--- src/rtl/child_to_parent_index_mapper_top_macros.svh ---
// ----------------------------------------------------------------------------
// Assertion macros for the child-to-parent index mapper
// Concurrent checks that compile away when SYNTH is defined.
// ----------------------------------------------------------------------------
`ifndef CHILD_TO_PARENT_INDEX_MAPPER_TOP_MACROS_SVH
`define CHILD_TO_PARENT_INDEX_MAPPER_TOP_MACROS_SVH

`ifndef SYNTH
// Same-cycle implication, disabled during reset
`define CPIM_ASSERT_IMP(lbl, clk, rstn, ante, cons) \
  lbl: assert property (@(posedge clk) disable iff (!rstn) (ante) |-> (cons)) \
    else $error("cpim assertion failed");
// Next-cycle implication, disabled during reset
`define CPIM_ASSERT_NXT(lbl, clk, rstn, ante, cons) \
  lbl: assert property (@(posedge clk) disable iff (!rstn) (ante) |=> (cons)) \
    else $error("cpim assertion failed");
`else
`define CPIM_ASSERT_IMP(lbl, clk, rstn, ante, cons)
`define CPIM_ASSERT_NXT(lbl, clk, rstn, ante, cons)
`endif

`endif

--- src/rtl/cpim_pkg.sv ---
// ----------------------------------------------------------------------------
// cpim_pkg
// Shared constants and types of the child-to-parent index mapper.
// ----------------------------------------------------------------------------
`timescale 1ns / 1ps

package cpim_pkg;

  // Sizes
  localparam int unsigned PARENT_DEPTH = 1024;
  localparam int unsigned IDX_W        = 32;
  localparam int unsigned ADDR_W       = $clog2(PARENT_DEPTH);
  localparam int unsigned LEN_W        = $clog2(PARENT_DEPTH + 1);
  localparam int unsigned HITS_W       = 11;
  localparam int unsigned CMD_W        = 2;
  localparam int unsigned CFG_IDX_W    = 1;

  localparam logic [HITS_W-1:0] HITS_MAX = {HITS_W{1'b1}};
  localparam logic [LEN_W-1:0]  LEN_FULL = LEN_W'(PARENT_DEPTH);

  // Command codes on the input port
  localparam logic [CMD_W-1:0] CMD_APPEND = 2'd0;
  localparam logic [CMD_W-1:0] CMD_CLEAR  = 2'd1;
  localparam logic [CMD_W-1:0] CMD_MAP    = 2'd2;

  // Configuration register indexes
  localparam logic [CFG_IDX_W-1:0] CFG_SEP_START = 1'b0;
  localparam logic [CFG_IDX_W-1:0] CFG_SEP_END   = 1'b1;

  // Classified operation handed from front to back
  typedef enum logic [1:0] {
    OP_APPEND = 2'd0,
    OP_CLEAR  = 2'd1,
    OP_MAP    = 2'd2
  } op_e;

  typedef struct packed {
    op_e              op;
    logic [IDX_W-1:0] value;
    logic             last;
  } q_item_t;

  typedef struct packed {
    logic [IDX_W-1:0] sep_start;
    logic [IDX_W-1:0] sep_end;
  } cfg_t;

endpackage

--- src/rtl/cpim_front.sv ---
// ----------------------------------------------------------------------------
// cpim_front
// Accepts command beats, classifies them and queues them for the back end.
// ----------------------------------------------------------------------------
`timescale 1ns / 1ps
`include "child_to_parent_index_mapper_top_macros.svh"

module cpim_front (
  input  logic                        clk_i,
  input  logic                        rst_ni,
  input  logic                        start_i,
  input  logic [cpim_pkg::CMD_W-1:0]  command_i,
  input  logic [cpim_pkg::IDX_W-1:0]  value_i,
  input  logic                        last_i,
  output logic                        busy_o,
  output logic                        item_valid_o,
  output cpim_pkg::q_item_t           item_o,
  input  logic                        pop_i
);

  cpim_pkg::q_item_t fifo_q [2];
  logic              wr_ptr_q, wr_ptr_d;
  logic              rd_ptr_q, rd_ptr_d;
  logic [1:0]        cnt_q, cnt_d;
  logic              accept;
  logic              cmd_ok;
  logic              push;
  logic              pop;
  cpim_pkg::q_item_t new_item;

  assign busy_o = (cnt_q == 2'd2);
  assign accept = start_i && !busy_o;

  // Classify the beat; an unknown command is taken and dropped
  always_comb begin
    new_item.value = value_i;
    new_item.last  = last_i;
    new_item.op    = cpim_pkg::OP_APPEND;
    cmd_ok         = 1'b1;
    case (command_i)
      cpim_pkg::CMD_APPEND: new_item.op = cpim_pkg::OP_APPEND;
      cpim_pkg::CMD_CLEAR:  new_item.op = cpim_pkg::OP_CLEAR;
      cpim_pkg::CMD_MAP:    new_item.op = cpim_pkg::OP_MAP;
      default:              cmd_ok      = 1'b0;
    endcase
  end

  assign push = accept && cmd_ok;
  assign pop  = pop_i && (cnt_q != 2'd0);

  // Advance pointers and count
  always_comb begin
    wr_ptr_d = wr_ptr_q ^ push;
    rd_ptr_d = rd_ptr_q ^ pop;
    cnt_d    = cnt_q + {1'b0, push} - {1'b0, pop};
  end

  always_ff @(posedge clk_i or negedge rst_ni) begin
    if (!rst_ni) begin
      wr_ptr_q <= 1'b0;
      rd_ptr_q <= 1'b0;
      cnt_q    <= 2'd0;
    end else begin
      wr_ptr_q <= wr_ptr_d;
      rd_ptr_q <= rd_ptr_d;
      cnt_q    <= cnt_d;
    end
  end

  // Hold queued beats
  always_ff @(posedge clk_i) begin
    if (push) begin
      fifo_q[wr_ptr_q] <= new_item;
    end
  end

  assign item_valid_o = (cnt_q != 2'd0);
  assign item_o       = fifo_q[rd_ptr_q];

  `CPIM_ASSERT_IMP(a_cnt_bound, clk_i, rst_ni, 1'b1, cnt_q <= 2'd2)
  `CPIM_ASSERT_NXT(a_full_holds, clk_i, rst_ni, busy_o && !pop_i, busy_o)
  `CPIM_ASSERT_IMP(a_pop_has_item, clk_i, rst_ni, pop_i, cnt_q != 2'd0)

endmodule

--- config.mk ---
export PLATFORM = sky130hd
export DESIGN_NAME = cpim_front
export DESIGN_NICKNAME = d
export VERILOG_FILES = /design/src/rtl/cpim_pkg.sv /design/src/rtl/cpim_front.sv
export VERILOG_INCLUDE_DIRS = /design/src /design/src/rtl
export SDC_FILE = /design/constraint.sdc
export NUM_CORES = 1
export LEC_CHECK = 0
export ABC_AREA = 1
export BUFFER_PORTS_ARGS = -buffer_cell sky130_fd_sc_hd__buf_2
export CORE_MARGIN = 2
export CORE_UTILIZATION = 30
export CTS_CLUSTER_DIAMETER = 100
export DETAILED_ROUTE_END_ITERATION = 8
export HOLD_SLACK_MARGIN = 0.08
export PLACE_DENSITY_LB_ADDON = 0.08
export SLEW_MARGIN = 20
export SYNTH_ARGS = -nofsm -noshare
export SYNTH_HDL_FRONTEND = slang
export SYNTH_SLANG_ARGS = --single-unit
--- constraint.sdc ---
create_clock -name clk_i -period 2.3 [get_ports clk_i]
set_clock_uncertainty 0.1 [all_clocks]
set_input_delay 0.115 -clock clk_i [delete_from_list [all_inputs] [get_ports clk_i]]
set_output_delay 0.115 -clock clk_i [all_outputs]
set_load 0.02 [all_outputs]
After elaboration in Yosys (flattened, before gate mapping)
Memories as Yosys holds them, arrays and structs flattened.
Index checks and enable logic that the tools add are counted.

operators by class
  $add $sub $neg = 2
  equality and inequality tests = 3
  multiplexer cells = 4
  bitwise operators = 2
  reduce and logical (&&, ||, !) cells = 7

operators with widths
  kind                                                                    count
  2-bit equality test (second input constant)                             2
  2-bit case mux with 2 select lines                                      1
  1-bit logical AND                                                       3
  1-bit 2-to-1 mux                                                        3
  3-bit OR reduction                                                      1
  2-bit by 1-bit adder with 2-bit output                                  1
  2-bit by 1-bit equality test with 1-bit output (second input constant)  1
  2-bit zero test                                                         1
  2-bit nonzero test                                                      1
  2-bit by 1-bit subtractor with 2-bit output                             1
  1-bit bitwise XOR                                                       2
  1-bit zero test                                                         1

word-level totals
  register bits = 4
  RAM bits = 70
  bits of input ports = 39
  output and inout bits = 37
  memories = 1

memories
  memory  words  width  rd ports  clocked after memory_dff  wr ports  RTL line          source
  fifo_q  2      35     1         0                         1         cpim_front.sv:21  cpim_pkg::q_item_t fifo_q [2];

Depth between registers and ports, before layout
  word-level depth = 6
  depth in mapped cells = 10
  mapped depth without buffers = 10

Worst setup path before layout
No wires, ideal clock.

  path type = register to register
  start = reg cnt_q[1]
  end = mem fifo_q[1][0] (netlist bit) (enable)
  library setup time = 396 ps
  data arrival time = 1662 ps
  slack = 142 ps
  stages on the path, launching flop included = 5
  path buffers = 0
  cell sequence = dfrtp_1 inv_1 nor2_1 nor2_1 ha_1

between the ends
  word-level cells in the longest chain between the ends = 6

ends and longest elaborated chain
  item                                    RTL line          source
  start, declared                         cpim_front.sv:24  logic [1:0] cnt_q, cnt_d;
  start signal, assigned                  cpim_front.sv:66  cnt_q <= cnt_d;
  2-bit equality test                     cpim_front.sv:31  assign busy_o = (cnt_q == 2'd2);
  via busy_o                              cpim_front.sv:15  output logic busy_o,
  1-bit zero test                         cpim_front.sv:32  assign accept = start_i && !busy_o;
  1-bit logical AND                       cpim_front.sv:32
  1-bit logical AND                       cpim_front.sv:48  assign push = accept && cmd_ok;
  1-bit 2-to-1 mux                        cpim_front.sv:72  if (push) begin
  1-bit 2-to-1 mux (implied by the code)  cpim_front.sv:73  fifo_q[wr_ptr_q] <= new_item;
  end, declared                           cpim_front.sv:21

The timed path passes the listed nets, and every way through them passes these cells.

==> results_dict.tcl <==
set metrics [dict create \
    wirelength_mm 5.89 \
    area_growth_pct 37.2 \
    setup_violations 0 \
    drtIter0Drc 55 \
    globalRouteOverflowTotal 0 \
    place_ws_ns 0.556 \
    finalWorstSetupSlack_ns 0.526 \
    antenna_found_initial 0 \
    layout-drive-gt1-share_pct 31.6 \
    via_count 1892 \
    hold_end "wr_ptr_q$_DFF_PN0_" \
    place_hpwl_mm 3.63 \
    fp.dieH_um 102 \
    slew_viol_final 0 \
    antenna_cells 0 \
    final_common_cell "nand2_1" \
    dieArea_mm2 0.0104 \
    fin_setup_tns_ns 0 \
    r2r_start "cnt_q[1]$_DFF_PN0_" \
    cap_violations 0 \
    io_buffers 75 \
    nets 386 \
    clk_latency_ns 0.33 \
    yosysWarnings 0 \
    cts_setup_buffers 0 \
    start_util_pct 31.1 \
    period_share_pct 77.1 \
    io_pins 76 \
    gp_congestion 0.701 \
    cts_tree "yes" \
    p_leak_nw 1.71 \
    start_kind "flop" \
    ys_ff_latch 74 \
    tightest_slew_ns 0.355 \
    end_kind "output port" \
    cts-root-buf "clkbuf_8" \
    wl_per_cell_um 12.4 \
    power_density_mw_per_mm2 1120 \
    hold_path_class "in2reg" \
    ys_types 12 \
    fin_util_pct 42.6 \
    worstRegToRegCells 5 \
    numCtsBuffers 9 \
    viasPerCell 3.97 \
    worstHoldStart "start_i" \
    worst_r2r_endpoint "fifo_q[1][18]$_DFFE_PP_" \
    whs_path_depth 5 \
    path_class "reg2out" \
    core_area_mm2 0.00924 \
    clk_transition_reported_paths_ns 0.07 \
    relSlewSlack_pct 76.3 \
    grt_pass1_wl_mm 9.21 \
    drc 0 \
    worstPathRequired_ns 2.09 \
    seq_area_frac_synth_pct 76.7 \
    synth_area_mm2 0.00287 \
    fin_cells 477 \
    fmax_mhz 564 \
    synth_nets 262 \
    drtAntennaViolNets 0 \
    dp.cells 422 \
    min_period_ns 1.77 \
    clock-sinks 74 \
    cp_max_fo 14 \
    hold_violations 0 \
    syn_area_per_cell_um2 13.1 \
    run_status "finished, final reports clean" \
    rrSetupSlack_ns 0.58 \
    clockBufferDepth 2 \
    dr.pass1.iters 4 \
    layout_common_cells "nand2_1, buf_2, edfxtp_1" \
    fillers 914 \
    synth_cells 219 \
    total_power_w 0.00441 \
    rows 35 \
    htreeDepth 3 \
    grt_max_degree 37 \
    grt_usage_pct 12.1 \
    cts_resized 0 \
    grt_pass1_vias 1872 \
    crit_arrival_ns 1.56 \
    rsz0062_at_grt "false" \
    vdd_ir_drop_max_mv 0.429 \
    die_x_um 102 \
]
==> power by group <==
group	total, W	internal (W)	switching (W)
Clock	0.000867	0.000387	0.000480
Sequential	0.00188	0.00177	0.000113
Combinational	0.00166	0.000520	0.00114
Total	0.00441	0.00268	0.00173
==> how the worst max path moves through the flow <==
stage / startpoint / endpoint / slack, ns
finish: rd_ptr_q$_DFF_PN0_ / item_o[30] / 0.53
global route: rd_ptr_q$_DFF_PN0_ / item_o[30] / 0.40
CTS: rd_ptr_q$_DFF_PN0_ / item_o[1] / 0.46
detailed placement: cnt_q[1]$_DFF_PN0_ / fifo_q[1][26]$_DFFE_PP_ / 0.56
global placement: cnt_q[1]$_DFF_PN0_ / fifo_q[1][21]$_DFFE_PP_ / 0.58
floorplan: cnt_q[1]$_DFF_PN0_ / fifo_q[1][0]$_DFFE_PP_ / 0.14
==> per-layer routing <==
layer  track usage (%)  part of all wire [%]  vias up
met2              19.4                    47       53
met1              15.4                    46      858
met3              3.28                   5.3        8
met5                 0                     0        -
li1                  -                     -      973
met4              5.54                   1.4        0
==> sequential cells by signal, summed over array words and instances, names as in the netlist <==
| name | flops |
|---|---|
| fifo_q | 70 |
| cnt_q | 2 |
| rd_ptr_q | 1 |
| wr_ptr_q | 1 |
==> Yosys cell counts <==
| cell type | instances | area, µm² |
|---|---|---|
| nand2_1 | 106 | 398 |
| edfxtp_1 | 70 | 2100 |
| inv_1 | 11 | 41.3 |
| nand2_2 | 10 | 62.6 |
| buf_6 | 4 | 45.0 |
| dfrtp_1 | 4 | 100 |
| ha_1 | 4 | 50.1 |
| nor2_1 | 4 | 15.0 |
| buf_4 | 2 | 15.0 |
| nand3_1 | 2 | 10.0 |
| buf_12 | 1 | 20.0 |
| inv_8 | 1 | 11.3 |
==> what timing repair did <==
action | CTS | global route
endpoints found under the hold margin | 75 | 0
endpoints found under the setup margin | 0 | 0
hold buffers | 39 | 0
==> kinds of logic after synthesis <==
family	synth area share, %
DFF	76.7
and+or+nand+nor	16.9
adders and majority gates	1.74
buffers and inverters	4.62
==> critical path, stage by stage (launching register included) <==
cell,delay [ns]
dfrtp_2,0.59
buf_4,0.29
nand2_1,0.07
nand2_1,0.10
buf_2,0.18
==> area by class of cell <==
type / instances / area (µm²) / share of cell area, %
sequential: 74 / 2200 / 56.0
timing repair buffer: 120 / 811 / 20.6
multi-input combinational: 126 / 541 / 13.7
tap: 129 / 161 / 4.10
clock buffer: 9 / 124 / 3.15
inverter: 12 / 52.6 / 1.33
clock inverter: 7 / 45.0 / 1.14
==> per-stage QoR <==
step / hold slack [ns] / cell area, µm²
finish: 0.231 / 3940
global route: 0.243 / 3940
CTS: 0.227 / 3940
detailed placement: -0.167 / 3380
global placement: -0.169 / 3380
floorplan: -0.281 / 2870
No activity file was read; power rests on OpenSTA's default activity.
